<file path="config.mk">
export PLATFORM = sky130hd
export DESIGN_NAME = cube_tree_peer_finder_core_flat
export DESIGN_NICKNAME = d
export VERILOG_FILES = /design/src/design/ctpf_pkg.sv /design/src/design/ctpf_if.sv /design/src/design/ctpf_seq.sv /design/src/design/ctpf_dp.sv /design/src/design/cube_tree_peer_finder_core.sv /design/src/flat_wrapper.sv
export SDC_FILE = /design/constraint.sdc
export NUM_CORES = 1
export LEC_CHECK = 0
export CAP_MARGIN = 20
export CORE_UTILIZATION = 23
export CTS_BUF_LIST = sky130_fd_sc_hd__clkbuf_8
export CTS_CLUSTER_SIZE = 10
export DETAILED_ROUTE_END_ITERATION = 8
export DONT_BUFFER_PORTS = 1
export GPL_TIMING_DRIVEN = 0
export HOLD_SLACK_MARGIN = 0.03
export PLACE_DENSITY_LB_ADDON = 0.08
export SKIP_LAST_GASP = 1
export SYNTH_ARGS = -nofsm -noshare
export SYNTH_HDL_FRONTEND = slang
export SYNTH_SLANG_ARGS = --single-unit
export TNS_END_PERCENT = 20
</file>
<file path="constraint.sdc">
create_clock -name clk_i -period 9.8 [get_ports clk_i]
set_input_delay 1.47 -clock clk_i [delete_from_list [all_inputs] [get_ports clk_i]]
set_output_delay 1.47 -clock clk_i [all_outputs]
set_load 0.1 [all_outputs]
</file>
<file path="src/design/ctpf_pkg.sv">
// shared types, constants and control word layout for the cube tree peer finder
`default_nettype none

package ctpf_pkg;

  localparam int unsigned RANK_W  = 16;
  localparam int unsigned SIZE_W  = 17;
  localparam int unsigned RADIX_W = 9;
  // a digit in base radix stays below 256
  localparam int unsigned DIG_W   = 8;
  // powers radix^0 .. radix^15 cover every rank
  localparam int unsigned NPW     = RANK_W;
  localparam int unsigned PIDX_W  = $clog2(NPW);
  localparam int unsigned BIT_W   = $clog2(DIG_W);
  localparam int unsigned STEP_W  = 4;

  localparam logic [SIZE_W-1:0]  MAX_GROUP   = 17'd65536;
  localparam logic [RADIX_W-1:0] MAX_RADIX   = 9'd256;
  localparam logic [RADIX_W-1:0] MIN_RADIX   = 9'd2;
  localparam logic [RADIX_W-1:0] RADIX_RESET = 9'd2;

  localparam logic [1:0] KIND_RECV    = 2'd0;
  localparam logic [1:0] KIND_SEND    = 2'd1;
  localparam logic [1:0] KIND_NONE    = 2'd2;
  localparam logic [1:0] KIND_INVALID = 2'd3;

  typedef logic [STEP_W-1:0] ctpf_step_t;

  // microprogram addresses
  localparam ctpf_step_t ST_IDLE     = 4'd0;
  localparam ctpf_step_t ST_INIT     = 4'd1;
  localparam ctpf_step_t ST_DIMS     = 4'd2;
  localparam ctpf_step_t ST_DIG_INIT = 4'd3;
  localparam ctpf_step_t ST_DIG_STEP = 4'd4;
  localparam ctpf_step_t ST_DIG_END  = 4'd5;
  localparam ctpf_step_t ST_PARENT   = 4'd6;
  localparam ctpf_step_t ST_SUCC     = 4'd7;
  localparam ctpf_step_t ST_CHILD    = 4'd8;
  localparam ctpf_step_t ST_FINISH   = 4'd9;
  localparam ctpf_step_t ST_INVALID  = 4'd10;

  typedef enum logic [3:0] {
    OP_NOP,
    OP_LOAD,
    OP_INIT,
    OP_DIMS,
    OP_DIG_INIT,
    OP_DIG_STEP,
    OP_DIG_END,
    OP_PARENT,
    OP_SUCC,
    OP_CHILD,
    OP_FINISH,
    OP_INVALID
  } ctpf_op_e;

  typedef enum logic [2:0] {
    CND_NEVER,
    CND_ALWAYS,
    CND_NO_IN,
    CND_RANK_BAD,
    CND_PROD_LT,
    CND_J_NZ,
    CND_K_NZ,
    CND_TZ_Z
  } ctpf_cond_e;

  typedef struct packed {
    ctpf_op_e   op;
    ctpf_cond_e cond;
    ctpf_step_t target;
    logic       out_wait;
    logic       rd_tz;
  } ctpf_uop_t;

  typedef struct packed {
    ctpf_op_e op;
    logic     en;
    logic     rd_tz;
  } ctpf_ctrl_t;

  typedef struct packed {
    logic in_vld;
    logic rank_bad;
    logic prod_lt;
    logic j_nz;
    logic k_nz;
    logic tz_z;
    logic out_busy;
  } ctpf_stat_t;

endpackage

`default_nettype wire

</file>
<file path="src/design/ctpf_if.sv">
// request and response channel interfaces
`default_nettype none

interface ctpf_req_if
  import ctpf_pkg::*;
();
  logic              valid;
  logic              ready;
  logic              pattern_mode;
  logic [SIZE_W-1:0] group_size;
  logic [RANK_W-1:0] local_rank;

  modport source (output valid, output pattern_mode, output group_size,
                  output local_rank, input ready);
  modport sink   (input valid, input pattern_mode, input group_size,
                  input local_rank, output ready);
endinterface

interface ctpf_rsp_if
  import ctpf_pkg::*;
();
  logic              valid;
  logic              ready;
  logic [1:0]        peer_kind;
  logic [RANK_W-1:0] peer_rank;
  logic              last;

  modport source (output valid, output peer_kind, output peer_rank,
                  output last, input ready);
  modport sink   (input valid, input peer_kind, input peer_rank,
                  input last, output ready);
endinterface

`default_nettype wire

</file>
<file path="src/design/ctpf_seq.sv">
// microprogram rom, step counter and jump logic
`default_nettype none

module ctpf_seq
  import ctpf_pkg::*;
(
  input  wire logic       clk_i,
  input  wire logic       rst_ni,
  input  wire ctpf_stat_t stat_i,
  output ctpf_ctrl_t      ctrl_o
);

  function automatic ctpf_uop_t ucode(input ctpf_step_t addr);
    ctpf_uop_t w;
    unique case (addr)
      ST_IDLE:     w = '{OP_LOAD,     CND_NO_IN,    ST_IDLE,     1'b0, 1'b0};
      ST_INIT:     w = '{OP_INIT,     CND_RANK_BAD, ST_INVALID,  1'b0, 1'b0};
      ST_DIMS:     w = '{OP_DIMS,     CND_PROD_LT,  ST_DIMS,     1'b0, 1'b0};
      ST_DIG_INIT: w = '{OP_DIG_INIT, CND_NEVER,    ST_IDLE,     1'b0, 1'b0};
      ST_DIG_STEP: w = '{OP_DIG_STEP, CND_J_NZ,     ST_DIG_STEP, 1'b0, 1'b0};
      ST_DIG_END:  w = '{OP_DIG_END,  CND_K_NZ,     ST_DIG_STEP, 1'b0, 1'b0};
      ST_PARENT:   w = '{OP_PARENT,   CND_NEVER,    ST_IDLE,     1'b1, 1'b1};
      ST_SUCC:     w = '{OP_SUCC,     CND_TZ_Z,     ST_FINISH,   1'b1, 1'b1};
      ST_CHILD:    w = '{OP_CHILD,    CND_K_NZ,     ST_CHILD,    1'b1, 1'b0};
      ST_FINISH:   w = '{OP_FINISH,   CND_ALWAYS,   ST_IDLE,     1'b1, 1'b0};
      ST_INVALID:  w = '{OP_INVALID,  CND_ALWAYS,   ST_IDLE,     1'b1, 1'b0};
      default:     w = '{OP_NOP,      CND_ALWAYS,   ST_IDLE,     1'b0, 1'b0};
    endcase
    return w;
  endfunction

  ctpf_step_t step_q, step_d;
  ctpf_uop_t  uop;
  logic       stall;
  logic       jump;

  always_comb begin
    uop   = ucode(step_q);
    stall = uop.out_wait && stat_i.out_busy;
    unique case (uop.cond)
      CND_NEVER:    jump = 1'b0;
      CND_ALWAYS:   jump = 1'b1;
      CND_NO_IN:    jump = !stat_i.in_vld;
      CND_RANK_BAD: jump = stat_i.rank_bad;
      CND_PROD_LT:  jump = stat_i.prod_lt;
      CND_J_NZ:     jump = stat_i.j_nz;
      CND_K_NZ:     jump = stat_i.k_nz;
      CND_TZ_Z:     jump = stat_i.tz_z;
      default:      jump = 1'b1;
    endcase
    if (stall) begin
      step_d = step_q;
    end else if (jump) begin
      step_d = uop.target;
    end else begin
      step_d = step_q + ctpf_step_t'(1);
    end
    ctrl_o.op    = uop.op;
    ctrl_o.en    = !stall;
    ctrl_o.rd_tz = uop.rd_tz;
  end

  always_ff @(posedge clk_i or negedge rst_ni) begin
    if (!rst_ni) begin
      step_q <= ST_IDLE;
    end else begin
      step_q <= step_d;
    end
  end

endmodule

`default_nettype wire

</file>
<file path="src/design/ctpf_dp.sv">
// datapath: operand registers, power table, digit extraction and result staging
`default_nettype none

module ctpf_dp
  import ctpf_pkg::*;
(
  input  wire logic               clk_i,
  input  wire logic               rst_ni,
  input  wire ctpf_ctrl_t         ctrl_i,
  input  wire logic [RADIX_W-1:0] radix_i,
  output ctpf_stat_t              stat_o,
  ctpf_req_if.sink                req_i,
  ctpf_rsp_if.source              rsp_o
);

  localparam int unsigned PROD_W = RANK_W + RADIX_W;
  localparam int unsigned SH_W   = RANK_W + DIG_W - 1;

  function automatic logic [BIT_W-1:0] msb_idx(input logic [DIG_W-1:0] v);
    logic [BIT_W-1:0] idx;
    idx = '0;
    for (int i = 0; i < DIG_W; i++) begin
      if (v[i]) idx = BIT_W'(i);
    end
    return idx;
  endfunction

  // item operands
  logic                mode_q;
  logic [SIZE_W-1:0]   size_q;
  logic [RANK_W-1:0]   rank_q;
  logic [RADIX_W-1:0]  radix_q;
  logic [BIT_W-1:0]    jtop_q;
  // powers of the radix and walk state
  logic [RANK_W-1:0]   pw_q [NPW];
  logic [PIDX_W-1:0]   k_q, tz_q;
  logic [BIT_W-1:0]    j_q;
  logic [RANK_W-1:0]   rem_q;
  logic [DIG_W-1:0]    dig_q, pos_q;
  // pending result and output register
  logic                pend_v_q, pend_v_d;
  logic [1:0]          pend_kind_q;
  logic [RANK_W-1:0]   pend_rank_q;
  logic                out_v_q, out_v_d;
  logic [1:0]          out_kind_q;
  logic [RANK_W-1:0]   out_rank_q;
  logic                out_last_q;

  logic                accept;
  logic [RADIX_W-1:0]  radix_eff, radix_eff_m1, radix_m1;
  logic [SIZE_W-1:0]   size_eff;
  logic [RANK_W-1:0]   pw_rd;
  logic [PROD_W-1:0]   prod;
  logic                prod_lt;
  logic [SH_W-1:0]     shifted;
  logic                ge;
  logic [SIZE_W-1:0]   sum;
  logic                sum_lt;
  logic                succ_ok;
  logic [1:0]          up_kind, down_kind;
  logic                cand_v;
  logic [1:0]          cand_kind;
  logic [RANK_W-1:0]   cand_rank;
  logic                pend_ld, out_ld;
  logic [1:0]          out_kind_n;
  logic [RANK_W-1:0]   out_rank_n;
  logic                out_last_n;

  assign req_i.ready = (ctrl_i.op == OP_LOAD);
  assign accept      = req_i.valid && req_i.ready;

  assign rsp_o.valid     = out_v_q;
  assign rsp_o.peer_kind = out_kind_q;
  assign rsp_o.peer_rank = out_rank_q;
  assign rsp_o.last      = out_last_q;

  always_comb begin
    radix_eff = (radix_i < MIN_RADIX) ? MIN_RADIX :
                (radix_i > MAX_RADIX) ? MAX_RADIX : radix_i;
    radix_eff_m1 = radix_eff - RADIX_W'(1);
    size_eff = (req_i.group_size > MAX_GROUP) ? MAX_GROUP : req_i.group_size;

    pw_rd   = pw_q[ctrl_i.rd_tz ? tz_q : k_q];
    prod    = {{RADIX_W{1'b0}}, pw_rd} * {{RANK_W{1'b0}}, radix_q};
    prod_lt = prod < {{(PROD_W-SIZE_W){1'b0}}, size_q};
    shifted = {{(DIG_W-1){1'b0}}, pw_rd} << j_q;
    ge      = {{(DIG_W-1){1'b0}}, rem_q} >= shifted;
    sum     = {1'b0, rank_q} + {1'b0, pw_rd};
    sum_lt  = sum < size_q;
    radix_m1 = radix_q - RADIX_W'(1);
    succ_ok = {1'b0, pos_q} < radix_m1;

    // reduce swaps the two roles
    up_kind   = mode_q ? KIND_SEND : KIND_RECV;
    down_kind = mode_q ? KIND_RECV : KIND_SEND;

    cand_v    = 1'b0;
    cand_kind = down_kind;
    cand_rank = sum[RANK_W-1:0];
    unique case (ctrl_i.op)
      OP_PARENT: begin
        cand_v    = (rank_q != '0);
        cand_kind = up_kind;
        cand_rank = rank_q - pw_rd;
      end
      OP_SUCC:  cand_v = succ_ok && sum_lt;
      OP_CHILD: cand_v = sum_lt;
      default:  cand_v = 1'b0;
    endcase
  end

  // result staging: one peer held back so the last mark can be set
  always_comb begin
    out_v_d    = out_v_q && !rsp_o.ready;
    pend_v_d   = pend_v_q;
    pend_ld    = 1'b0;
    out_ld     = 1'b0;
    out_kind_n = pend_kind_q;
    out_rank_n = pend_rank_q;
    out_last_n = 1'b0;
    if (ctrl_i.en) begin
      unique case (ctrl_i.op)
        OP_PARENT, OP_SUCC, OP_CHILD: begin
          if (cand_v) begin
            pend_ld  = 1'b1;
            pend_v_d = 1'b1;
            out_ld   = pend_v_q;
          end
        end
        OP_FINISH: begin
          out_ld     = 1'b1;
          out_last_n = 1'b1;
          pend_v_d   = 1'b0;
          if (!pend_v_q) begin
            out_kind_n = KIND_NONE;
            out_rank_n = '0;
          end
        end
        OP_INVALID: begin
          out_ld     = 1'b1;
          out_last_n = 1'b1;
          out_kind_n = KIND_INVALID;
          out_rank_n = '0;
        end
        default: ;
      endcase
    end
    if (out_ld) out_v_d = 1'b1;
  end

  always_ff @(posedge clk_i or negedge rst_ni) begin
    if (!rst_ni) begin
      out_v_q  <= 1'b0;
      pend_v_q <= 1'b0;
    end else begin
      out_v_q  <= out_v_d;
      pend_v_q <= pend_v_d;
    end
  end

  always_ff @(posedge clk_i) begin
    if (pend_ld) begin
      pend_kind_q <= cand_kind;
      pend_rank_q <= cand_rank;
    end
    if (out_ld) begin
      out_kind_q <= out_kind_n;
      out_rank_q <= out_rank_n;
      out_last_q <= out_last_n;
    end
    if (ctrl_i.en) begin
      unique case (ctrl_i.op)
        OP_LOAD: begin
          if (accept) begin
            mode_q  <= req_i.pattern_mode;
            size_q  <= size_eff;
            rank_q  <= req_i.local_rank;
            radix_q <= radix_eff;
            jtop_q  <= msb_idx(radix_eff_m1[DIG_W-1:0]);
          end
        end
        OP_INIT: begin
          pw_q[0] <= RANK_W'(1);
          k_q     <= '0;
        end
        OP_DIMS: begin
          if (prod_lt) begin
            pw_q[k_q + PIDX_W'(1)] <= prod[RANK_W-1:0];
            k_q <= k_q + PIDX_W'(1);
          end
        end
        OP_DIG_INIT: begin
          tz_q  <= k_q;
          pos_q <= '0;
          rem_q <= rank_q;
          j_q   <= jtop_q;
          dig_q <= '0;
        end
        OP_DIG_STEP: begin
          if (ge) begin
            rem_q <= rem_q - shifted[RANK_W-1:0];
            dig_q <= dig_q | (DIG_W'(1) << j_q);
          end
          j_q <= j_q - BIT_W'(1);
        end
        OP_DIG_END: begin
          // lowest nonzero digit sets depth and position
          if (dig_q != '0) begin
            tz_q  <= k_q;
            pos_q <= dig_q;
          end
          j_q   <= jtop_q;
          dig_q <= '0;
          if (k_q != '0) k_q <= k_q - PIDX_W'(1);
        end
        OP_SUCC:  k_q <= tz_q - PIDX_W'(1);
        OP_CHILD: k_q <= k_q - PIDX_W'(1);
        default: ;
      endcase
    end
  end

  assign stat_o.in_vld   = req_i.valid;
  assign stat_o.rank_bad = ({1'b0, rank_q} >= size_q);
  assign stat_o.prod_lt  = prod_lt;
  assign stat_o.j_nz     = (j_q != '0);
  assign stat_o.k_nz     = (k_q != '0);
  assign stat_o.tz_z     = (tz_q == '0);
  assign stat_o.out_busy = out_v_q && !rsp_o.ready;

endmodule

`default_nettype wire

</file>
<file path="src/design/cube_tree_peer_finder_core.sv">
// time from accept to the last beat grows with the cube dimensions, the bits per radix digit
//   and the lower dimensions searched for children, and with every stall of the sink
// throughput: one request at a time, next request taken the cycle after its last beat
//   is staged; the digit loop of the shared compare-subtract unit sets the figure
// reset: cube_radix returns to 2, sequencer to idle, output and pending beats dropped
`default_nettype none

module cube_tree_peer_finder_core
  import ctpf_pkg::*;
(
  input  wire logic               clk_i,
  input  wire logic               rst_ni,
  input  wire logic               cube_radix_we_i,
  input  wire logic [RADIX_W-1:0] cube_radix_i,
  ctpf_req_if.sink                req_i,
  ctpf_rsp_if.source              rsp_o
);

  // configuration register; the user must write it only while the block is idle, the block does not enforce this
  logic [RADIX_W-1:0] cube_radix_q, cube_radix_d;

  // control word from the microprogram and status flags back to it
  ctpf_ctrl_t ctrl;
  ctpf_stat_t stat;

  always_comb begin
    cube_radix_d = cube_radix_we_i ? cube_radix_i : cube_radix_q;
  end

  always_ff @(posedge clk_i or negedge rst_ni) begin
    if (!rst_ni) begin
      cube_radix_q <= RADIX_RESET;
    end else begin
      cube_radix_q <= cube_radix_d;
    end
  end

  // the microprogram walks: load, rank check (invalid beat if outside the group),
  // dimension count by repeated multiply, top-down digit extraction of the rank,
  // then parent, successor and children peers; one peer beat is held back to place the last mark
  ctpf_seq u_seq (
    .clk_i  (clk_i),
    .rst_ni (rst_ni),
    .stat_i (stat),
    .ctrl_o (ctrl)
  );

  // datapath holds the radix power table and the output register, so a
  // finished beat can wait for the sink while the walk goes on up to its next peer step
  ctpf_dp u_dp (
    .clk_i   (clk_i),
    .rst_ni  (rst_ni),
    .ctrl_i  (ctrl),
    .radix_i (cube_radix_q),
    .stat_o  (stat),
    .req_i   (req_i),
    .rsp_o   (rsp_o)
  );

`ifndef ASSERT_OFF
  // a request is worked on alone
  a_one_at_a_time: assert property (@(posedge clk_i) disable iff (!rst_ni)
    req_i.valid && req_i.ready |=> !req_i.ready)
    else $error("request taken while another was in progress");

  // back to idle only once the final beat of the item is staged
  a_idle_after_last: assert property (@(posedge clk_i) disable iff (!rst_ni)
    $rose(req_i.ready) |-> rsp_o.valid && rsp_o.last)
    else $error("sequencer idle without a staged last beat");

  // no-peer and invalid beats stand alone and carry rank zero
  a_status_beat: assert property (@(posedge clk_i) disable iff (!rst_ni)
    rsp_o.valid && (rsp_o.peer_kind == KIND_NONE || rsp_o.peer_kind == KIND_INVALID)
    |-> rsp_o.last && rsp_o.peer_rank == '0)
    else $error("status beat without last mark or with nonzero rank");
`endif

endmodule

`default_nettype wire

</file>
<file path="src/flat_wrapper.sv">
// flat-port wrapper written by rule: the top's interface ports become plain ports
module cube_tree_peer_finder_core_flat import ctpf_pkg::*;
  (clk_i, rst_ni, cube_radix_we_i, cube_radix_i, req_i_valid, req_i_pattern_mode, req_i_group_size, req_i_local_rank, req_i_ready, rsp_o_valid, rsp_o_peer_kind, rsp_o_peer_rank, rsp_o_last, rsp_o_ready);
  ctpf_req_if req_i_i ();
  ctpf_rsp_if rsp_o_i ();
  input  wire logic clk_i;
  input  wire logic rst_ni;
  input  wire logic cube_radix_we_i;
  input  wire logic [RADIX_W-1:0] cube_radix_i;
  input wire logic [$bits(req_i_i.valid)-1:0] req_i_valid;
  input wire logic [$bits(req_i_i.pattern_mode)-1:0] req_i_pattern_mode;
  input wire logic [$bits(req_i_i.group_size)-1:0] req_i_group_size;
  input wire logic [$bits(req_i_i.local_rank)-1:0] req_i_local_rank;
  output wire logic [$bits(req_i_i.ready)-1:0] req_i_ready;
  output wire logic [$bits(rsp_o_i.valid)-1:0] rsp_o_valid;
  output wire logic [$bits(rsp_o_i.peer_kind)-1:0] rsp_o_peer_kind;
  output wire logic [$bits(rsp_o_i.peer_rank)-1:0] rsp_o_peer_rank;
  output wire logic [$bits(rsp_o_i.last)-1:0] rsp_o_last;
  input wire logic [$bits(rsp_o_i.ready)-1:0] rsp_o_ready;
  assign req_i_i.valid = req_i_valid;
  assign req_i_i.pattern_mode = req_i_pattern_mode;
  assign req_i_i.group_size = req_i_group_size;
  assign req_i_i.local_rank = req_i_local_rank;
  assign req_i_ready = req_i_i.ready;
  assign rsp_o_valid = rsp_o_i.valid;
  assign rsp_o_peer_kind = rsp_o_i.peer_kind;
  assign rsp_o_peer_rank = rsp_o_i.peer_rank;
  assign rsp_o_last = rsp_o_i.last;
  assign rsp_o_i.ready = rsp_o_ready;
  cube_tree_peer_finder_core u_core (.clk_i(clk_i), .rst_ni(rst_ni), .cube_radix_we_i(cube_radix_we_i), .cube_radix_i(cube_radix_i), .req_i(req_i_i), .rsp_o(rsp_o_i));
endmodule
</file>
# After elaboration in Yosys (flattened, before gate mapping)
# Memories as Yosys holds them, arrays and structs flattened.
# Cells that the tools add are included.
[classes]
addsub = 10
mul = 1
div = 0
order_cmp = 8
eq_ne = 23
shift = 2
n_mux = 54
n_bitwise = 2
reduce_logical = 30
[ops]
columns = ["operator", "n"]
rows = [
  ["$mux W16", 5],
  ["$pmux W16 S2", 2],
  ["$pmux W8 S2", 2],
  ["$sub A16 B16 Y16", 2],
  ["$lt A25 B17 Y1", 1],
  ["$mul A16 B9 Y25", 1],
  ["$mux W4", 6],
  ["$ge A16 B23 Y1", 1],
  ["$shl A16 B3 Y23", 1],
  ["$mux W1", 21],
  ["$pmux W4 S5", 1],
  ["$mux W9", 2],
  ["$add A16 B16 Y17", 1],
  ["$ge A16 B17 Y1", 1],
  ["$gt A17 B17 Y1 const B", 1],
  ["$lt A17 B17 Y1", 1],
  ["$eq A4 B3 Y1 const B", 4],
  ["$eq A4 B4 Y1 const B", 4],
  ["$mux W8", 2],
  ["$reduce_bool A16 Y1", 1],
  ["$reduce_or A16 Y1", 1],
  ["$reduce_and A3 Y1", 5],
  ["$eq A3 B3 Y1 const B", 4],
  ["$ne A2 B2 Y1 const B", 5],
  ["other kinds (37)", 55],
]
[totals]
regBits = 141
latch_bits = 0
ramBits = 256
romBits = 208
output_inout_bits = 21
elab_cells = 154
memories = 2
[mem_list]
columns = ["name", "depth", "width", "rd", "rd_clocked_by_memory_dff", "write_ports", "line_no", "rtl"]
rows = [
  ["u_core.u_dp.pw_q", 16, 16, 1, 0, 1, "ctpf_dp.sv:35", "logic [RANK_W-1:0] pw_q [NPW];"],
  ["(no name shown)", 16, 13, 1, 0, 0, "ctpf_seq.sv:15", "unique case (addr)"],
]

# Longest topological paths before layout
# Gate-level depths: netlist of the first run.
# An unclocked memory read counts as a cell.
[logic_depth]
ltp_word = 11
depth_mapped = 39
ltp_nobuf = 35

# Cells and area by module
# From an unflattened synthesis of the first run, not the netlist that was laid out.
[unflattened]
cells_unflattened = 2135
area_unflattened_um2 = 25363.1
[by_module_without_submodules]
columns = ["mod", "instances", "cells_each", "area_per_inst_um2"]
rows = [
  ["ctpf_dp", 1, 2039, 24347.1],
  ["ctpf_seq", 1, 77, 643.1],
  ["cube_tree_peer_finder_core", 1, 19, 372.9],
]

# Least setup slack after synthesis of the first run
# No wires, ideal clock.
[synth_timing]
path_kind = "reg2reg"
start = "register u_core.u_seq.step_q[3]"
end = "memory u_core.u_dp.pw_q[1][0] (enable)"
setup_time_ns = 0.430
t_arrival_ns = 10.029
required_ns = 9.370
setup_slack_ns = -0.659
path_stages_with_launch = 36
period_less_slack_ns = 10.459
cell_sequence = "dfrtp_1 > buf_4 > and4b_1 > a21o_1 > buf_6 > buf_2 > buf_2 > mux2i_1 > mux4_2 > a21oi_1 > inv_1 > nor2_1 > fa_1 > fa_1 > fa_1 > inv_1 > fa_1 > inv_1 > ha_1 > a2111oi_1 > nand2b_1 > o32ai_2 > nor2b_1 > o21a_1 > nor2_1 > xnor2_1 > ha_1 > nand4_1 > nor4_1 > a2111oi_0 > nand4_1 > a2111oi_1 > nand4_1 > or3_1 > buf_2 > nor4_1"
[synth_between]
elab_chain_len = 11
elab_cells_between_ends = 18
[synth_lines]
columns = ["item", "line_no", "rtl"]
rows = [
  ["start, declared", "ctpf_seq.sv:32", "ctpf_step_t step_q, step_d;"],
  ["start signal, assigned", "ctpf_seq.sv:67", "step_q <= step_d;"],
  ["$mem_v2 Z16 W13 (*)", "-", ""],
  ["$mux W4", "ctpf_dp.sv:83", "pw_rd = pw_q[ctrl_i.rd_tz ? tz_q : k_q];"],
  ["$mem_v2 Z16 W16", "-", ""],
  ["$mul A16 B9 Y25", "ctpf_dp.sv:84", "prod = {{RADIX_W{1'b0}}, pw_rd} * {{RANK_W{1'b0}}, radix_q};"],
  ["$lt A25 B17 Y1", "ctpf_dp.sv:85", "prod_lt = prod < {{(PROD_W-SIZE_W){1'b0}}, size_q};"],
  ["$mux W1", "ctpf_dp.sv:187", "if (prod_lt) begin"],
  ["$mux W1", "ctpf_dp.sv:172", "unique case (ctrl_i.op)"],
  ["$mux W1", "ctpf_dp.sv:171", "if (ctrl_i.en) begin"],
  ["$mux W1 (implied by the code)", "ctpf_dp.sv:188", "pw_q[k_q + PIDX_W'(1)] <= prod[RANK_W-1:0];"],
  ["$reduce_or A16 Y1 (no line)", "-", ""],
  ["$mux W4 (no line) or $mux W1 (tied branches)", "-", ""],
  ["end, declared", "ctpf_dp.sv:35", ""],
]
# Mark *: on every way between the ends. The rest lies on a longest branch, timed or not.

# Worst setup path after layout of the first run
[layout_timing]
start = "register u_core.u_seq.step_q[3]"
end = "memory u_core.u_dp.pw_q[8][6] (enable)"
# The elaborated chain is that of the path after synthesis.

==> run metrics, run 1 <==
crit path to=u_core.u_dp.pw_q[8][6]$_DFFE_PP_; violated checks=setup timing; routed length per instance=22.97 um; post-DP HPWL=68040 um; Max Slew Vio Count=0; Iteration-0 DRC Markers=931; Worst-path clk slew=60 ps; clock sinks=396; Placer Congestion=0.8345; Synth area leader=edfxtp_1; Metal-1 WL=43510 um; distinct cell type count after synthesis=77; Post-DRT Antenna Nets=0; Die ar.=113500 um2; Synth Area in Adders=15.87%; final wirelength=93110 um; worst-skew pair later-pin latency=760 ps; DR DRC count=0; Post-synth EDFFs=381; compound-gate portion of the synthesized area=9.962%; Req. time, crit path=10230 ps; IO buf count=0; register area share after synthesis=45.81%; R2R Setup Slk=-150 ps; Critical R2R Capture=u_core.u_dp.pw_q[8][6]$_DFFE_PP_; layout cells sized above 1=18.87%; total core area=111000 um2; Primary FF master, synth=edfxtp_1; crit path launch type=flop; Setup CP Type=reg -> reg; critical path capture point type=flop; critical path's most frequent cell=buf_4; CTS H-Tree Depth=3; CP max stage cell=fa_1; Initial Utilization=23.25%; largest net degree at the start of global routing=29; largest family of logic cells by synthesized area=adder cells; Post-Syn Area=25800 um2; asr flop ratio synth=3.788%; Die H=336.9 um; CTS Buf Count=78; gr ovfl total=0; total track usage=16.52%; initial antenna violation count=6; post-synthesis mux area share=9.802%; Ys Warns=0; setup violators final=111; most common cell after layout, fill and taps aside=edfxtp_1; Vias=18500; Worst EP arrival=10380 ps; outcome=complete, but fails checks; CTS tree=done; fin nets=2825; most frequent cells in the layout=edfxtp_1, inv_1, mux2i_1; final core utilization=28.85%; ranking of synthesized cells by area=edfxtp_1, ha_1, fa_1, mux2i_1, inv_1; row cnt=122; XOR/XNOR Fraction of Synth Area=2.207%; max-cap viol count=0; CTS max path bufs=3; Post-Synth Simple-Gate Area=11.19%; Layout Skew=62.61 ps; Syn Area/Cell=11.33 um2; IO Count=69; Worst-Margin Slew=1068 ps; Slowest Stage Delay on Critical Path=530 ps; routed length on met3=3097 um; crit share post-route=101.5%; fmax=100.5 MHz; HP Class=in -> async; Hold Violations, Final=0; Vias/cell=4.564; Die Wd=336.9 um; met2 wire length=44350 um; root buffer cell=clkbuf_8; first-pass GRT wire length=135600 um; Crit Path Max Fanout=8; Detailed Routing Iterations Pass 1=5; vias in the first global route=19300; highest metal used=met5; FF-to-FF Start=u_core.u_seq.step_q[3]$_DFFE_PN0N_; Tmin final=9949 ps; Syn Nets=2592; critical path launch point=u_core.u_seq.step_q[3]$_DFFE_PN0N_; post-synth top area share=44.35%; final critical-path setup slack=-149.3 ps; Post-Synthesis Cells=2278; unrepaired setup endpoints after global routing=yes; flops & latches, synth=396; r2r worst-path depth=45; area grow syn2layout=24.10%; Relative slew margins=26.94%
registers in the layout, summed over array words and instances (netlist names):
signal and count:
u_core.u_dp.pend_kind_q 1, u_core.u_dp.rsp_o.peer_kind 2, u_core.u_seq.step_q 4, u_core.u_dp.pw_q 256, u_core.u_dp.rem_q 16, u_core.u_dp.dig_q 8, u_core.u_dp.k_q 4, u_core.cube_radix_q 9
u_core.u_dp.radix_q 9, u_core.u_dp.tz_q 4, u_core.u_dp.rsp_o.last 1, u_core.u_dp.pend_v_q 1, u_core.u_dp.rank_q 16, u_core.u_dp.mode_q 1, u_core.u_dp.pend_rank_q 16, u_core.u_dp.jtop_q 3
u_core.u_dp.pos_q 8, u_core.u_dp.rsp_o.peer_rank 16, u_core.u_dp.j_q 3, u_core.u_dp.rsp_o.valid 1, u_core.u_dp.size_q 17
logic make-up after synthesis:
| family | Yosys count |
|---|---|
| DFF | 396 |
| muxes | 232 |
| buffers and inverters | 325 |
| xor gates and xnor gates | 65 |
| and+or+nand+nor | 610 |
| adders and majority gates | 266 |
| AOI/OAI and AO/OA | 384 |
cells in the mapped netlist (15+ instances only):
| library cell | n |
|---|---|
| a21oi_1 | 88 |
| mux2i_1 | 202 |
| and2_1 | 40 |
| buf_2 | 18 |
| nor2_1 | 163 |
| fa_1 | 102 |
| nand2_1 | 192 |
| nand3_1 | 26 |
| a31oi_1 | 17 |
| and2_0 | 16 |
| nor3_1 | 35 |
| o21a_1 | 22 |
| xor2_1 | 18 |
| edfxtp_1 | 381 |
| nor4_1 | 17 |
| a21o_1 | 22 |
| nand4_1 | 18 |
| o21ai_0 | 77 |
| mux2_2 | 15 |
| xnor2_1 | 47 |
| inv_1 | 220 |
| a211oi_1 | 49 |
| o22ai_1 | 16 |
| ha_1 | 164 |
| clkbuf_1 | 63 |
| nor2b_1 | 58 |
worst max-delay path, delay by kind of cell (launching register included):
family | cells | cell delay, ps
flops | 1 | 430
mux | 2 | 660
fa+ha+maj | 5 | 2180
simple gates | 7 | 1530
xor+xnor | 1 | 220
buf+inv | 24 | 3050
compound gates | 6 | 1520
per-stage QoR:
stage	setup TNS [ps]	cells	instance area, um2	worst slack [ps]	hold WS [ps]
6_report	-5504	4054	32020	-149.3	455.6
5_1_grt	-94370	4054	32020	-462.9	393.9
4_1_cts	-35100	4035	31620	-248.4	372.6
3_5_place_dp	-1492090	3799	28260	-3264	450.9
3_3_place_gp	-2138270	3766	27690	-5865	437.1
2_1_floorplan	-18640	2278	25830	-351.0	424.4
layout make-up:
cell class	count	area [um2]
fillers	11480	78960
multi-input cells	1557	13390
flip-flops and latches	396	11820
well taps	1488	1862
repair buffers	157	1818
clock buffers	80	1101
inverters	223	877.1
plain buffers	98	817.0
clock inverters	54	325.3
diodes	1	2.502
how the worst min path moves through the flow:
stage	to	slack, ps	cells past startpoint
floorplan	u_core.u_dp.tz_q[2]$_DFFE_PP_	420	0
global route	u_core.cube_radix_q[0]$_DFFE_PN0P_	390	0
CTS	u_core.cube_radix_q[0]$_DFFE_PN0P_	370	0
global placement	u_core.u_dp.tz_q[2]$_DFFE_PP_	440	0
finish	u_core.cube_radix_q[0]$_DFFE_PN0P_	460	0
detailed placement	u_core.u_dp.tz_q[2]$_DFFE_PP_	450	0
routing by layer:
metal | global-route usage, % | up-vias
met2 | 27.57 | 335
met5 | 0 | -
met1 | 22.16 | 9425
li1 | - | 8631
met3 | 2.462 | 109
met4 | 4.400 | 2
repair_timing:
item / 4_1_cts / 5_1_grt
hold buffers: 0 / 0
setup endpoints to repair: 520 / 512
buffers inserted: 100 / 20
resized for setup: 237 / 64
pin swaps: 57 / 58
gates cloned: 3 / 2
Power of run 1 is left out: the tool's default activity adds up to more than one toggle a clock period on the data nets, which glitch-free logic cannot reach.
==> inputs of run 2 (changes only) <==
Settings changed: ABC_CLOCK_PERIOD_IN_PS set to 12600, BUFFER_PORTS_ARGS set to -buffer_cell sky130_fd_sc_hd__buf_2, DONT_BUFFER_PORTS 1 to not set.
Clock period 9.8 ns to 12.6 ns, I/O delays scaled along.
==> run metrics, run 2 (synthesis results as in run 1) <==
outcome=finished clean; critical path depth=41 (-8.9%); final instance area=30110 um2 (-5.9%); Post-Place Cells=3867 (+1.8%); routed length per instance=22.29 um (-2.9%); fmax=84.02 MHz (-16%); met2 wire length=42050 um (-5.2%); WP buf/inv=11 (-54%); fin cells=4013 (-1.0%); Filler cells=11640 (+1.4%); Placer Congestion=0.8251 (-1.1%); Tmin final=11900 ps (+1952 ps); HP Class=reg -> reg; Die ar.=113500 um2 (unchanged); Detailed Routing Iterations Pass 1=5 (unchanged); Initial Utilization=23.25% (unchanged); Multi-input gate area=12860 um2 (-4.0%); CTS Buf Count=77 (-1.3%); largest reg by FF count=u_core.u_dp.pw_q; post-DP HPWL=68230 um (+0.29%); r2r worst-path depth=41 (-8.9%); largest net degree at the start of global routing=32 (+10%); gr ovfl total=0 (unchanged); Seq. cell area=11820 um2 (about the same); clock sinks=396 (unchanged); worst-skew pair later-pin latency=730 ps (-30 ps); R2R Setup Slk=700 ps (+850 ps); Relative slew margins=26.91% (-0.029 points); Crit path max-delay family=simple AND/OR/NAND/NOR gates; DR DRC count=0 (unchanged); IO Count=69 (unchanged); Hold Violations, Final=0 (unchanged); first-pass GRT wire length=130700 um (-3.6%); total core area=111000 um2 (unchanged); CP max stage cell=fa_1; Worst EP arrival=12290 ps (+1910 ps); most frequent cells in the layout=edfxtp_1, inv_1, mux2i_1; Worst-Margin Slew=1088 ps (+19.69 ps); crit share post-route=94.46% (-7.1 points); layout cells sized above 1=12.72% (-6.1 points); root buffer cell=clkbuf_8; Worst-path clk slew=70 ps (about the same); Vias=18060 (-2.4%); Vias/cell=4.500 (-1.4%); initial antenna violation count=10 (+4); Metal-1 WL=42710 um (-1.8%); flip-flop count of the largest register after layout=256 (unchanged); Max Slew Vio Count=0 (unchanged); max-cap viol count=0 (unchanged); unrepaired setup endpoints after global routing=no; Iteration-0 DRC Markers=887 (-4.7%); vias in the first global route=18830 (-2.4%); Req. time, crit path=12990 ps (+2760 ps); Slowest Stage Delay on Critical Path=570 ps (+40 ps); Setup CP Type=reg -> reg; IO buf count=67 (+67); DP Area=28560 um2 (+1.1%); Die H=336.9 um (unchanged); hold bufs inserted after CTS=0 (unchanged); Layout Skew=52.77 ps (-9.841 ps); final critical-path setup slack=698.3 ps (+847.6 ps); Top Registers=u_core.u_dp.pw_q x256, u_core.u_dp.size_q x17; fin nets=2782 (-1.5%); final wirelength=89460 um (-3.9%); CTS tree=done; total track usage=15.87% (-0.65 points); Crit Path Max Fanout=10 (+2); most common cell after layout, fill and taps aside=edfxtp_1; crit path launch type=flop; area grow syn2layout=16.72%; row cnt=122 (unchanged); CTS H-Tree Depth=3 (unchanged); Die Wd=336.9 um (unchanged); setup violators final=0 (-100%); routed length on met3=2700 um (-13%); critical path capture point type=flop; final core utilization=27.13% (-1.7 points); Post-DRT Antenna Nets=0 (unchanged); Place WS=-501.8 ps (+2762 ps); highest metal used=met4; CTS max path bufs=3 (unchanged); hold path depth=0
## run 2: cell types whose count changed in the layout (fill, tap and decap cells not counted), moves of 17 or more
cell,delta
buf_2,+79
buf_4,-64
buf_12,-40
a211oi_1,+17
a211oi_2,-17
nor2_1,+17
## run 2: metrics by stage
| stage | TNS [ps] | hold slack [ps] |
|---|---|---|
| 6_report | 0 | 477.3 |
| 5_1_grt | 0 | 486.2 |
| 4_1_cts | 0 | 473.7 |
| 3_5_place_dp | -84030 | 456.8 |
| 3_3_place_gp | -775590 | 437.1 |
| 2_1_floorplan | 0 | 424.4 |
## run 2: worst register-to-register path: cells and delay by family, from the launching register on
family	cells	cell delay, ps
simple gates	13	2990
compound gates	10	2800
fa+ha+maj	6	2740
buf+inv	11	2300
flops	1	530
xor+xnor	1	240
## run 2: cell type report
class                      instances  share of cell area [%]
sequential                       396                   39.24
multi-input combinational       1557                   42.70
timing repair buffer             113                   2.842
clock inverter                    56                   1.030
tap                             1488                   6.183
inverter                         223                   2.780
antenna                            2                 0.01662
buffer                           100                   1.637
clock buffer                      78                   3.565
## run 2: final timing paths
| kind | from | to |
|---|---|---|
| worst max-delay path | u_core.u_seq.step_q[1]$_DFFE_PN0N_ | u_core.u_dp.pw_q[9][5]$_DFFE_PP_ |
| worst min-delay path | u_core.u_dp.k_q[2]$_DFFE_PP_ | u_core.u_dp.tz_q[2]$_DFFE_PP_ |
| worst max register to register | u_core.u_seq.step_q[1]$_DFFE_PN0N_ | u_core.u_dp.pw_q[9][5]$_DFFE_PP_ |
| worst min register to register | u_core.u_dp.k_q[2]$_DFFE_PP_ | u_core.u_dp.tz_q[2]$_DFFE_PP_ |
| max in group asynchronous | rst_ni | u_core.cube_radix_q[1]$_DFFE_PN1P_ |
| min in group asynchronous | rst_ni | u_core.u_seq.step_q[0]$_DFFE_PN0N_ |
## run 2: timing repair
| action | in CTS | in global routing |
|---|---|---|
| pin swaps | 2 | 0 |
| endpoints found under the setup margin | 397 | 381 |
| buffers inserted | 0 | 10 |
| resized for setup | 9 | 9 |
## run 2: metal layers
| layer | global-route usage [%] | vias to the layer above |
|---|---|---|
| met5 | 0 | - |
| met4 | 4.275 | 0 |
| met3 | 2.163 | 107 |
| met2 | 26.28 | 290 |
| met1 | 21.56 | 9121 |
| li1 | - | 8541 |
Power of run 2 is left out for the same reason.
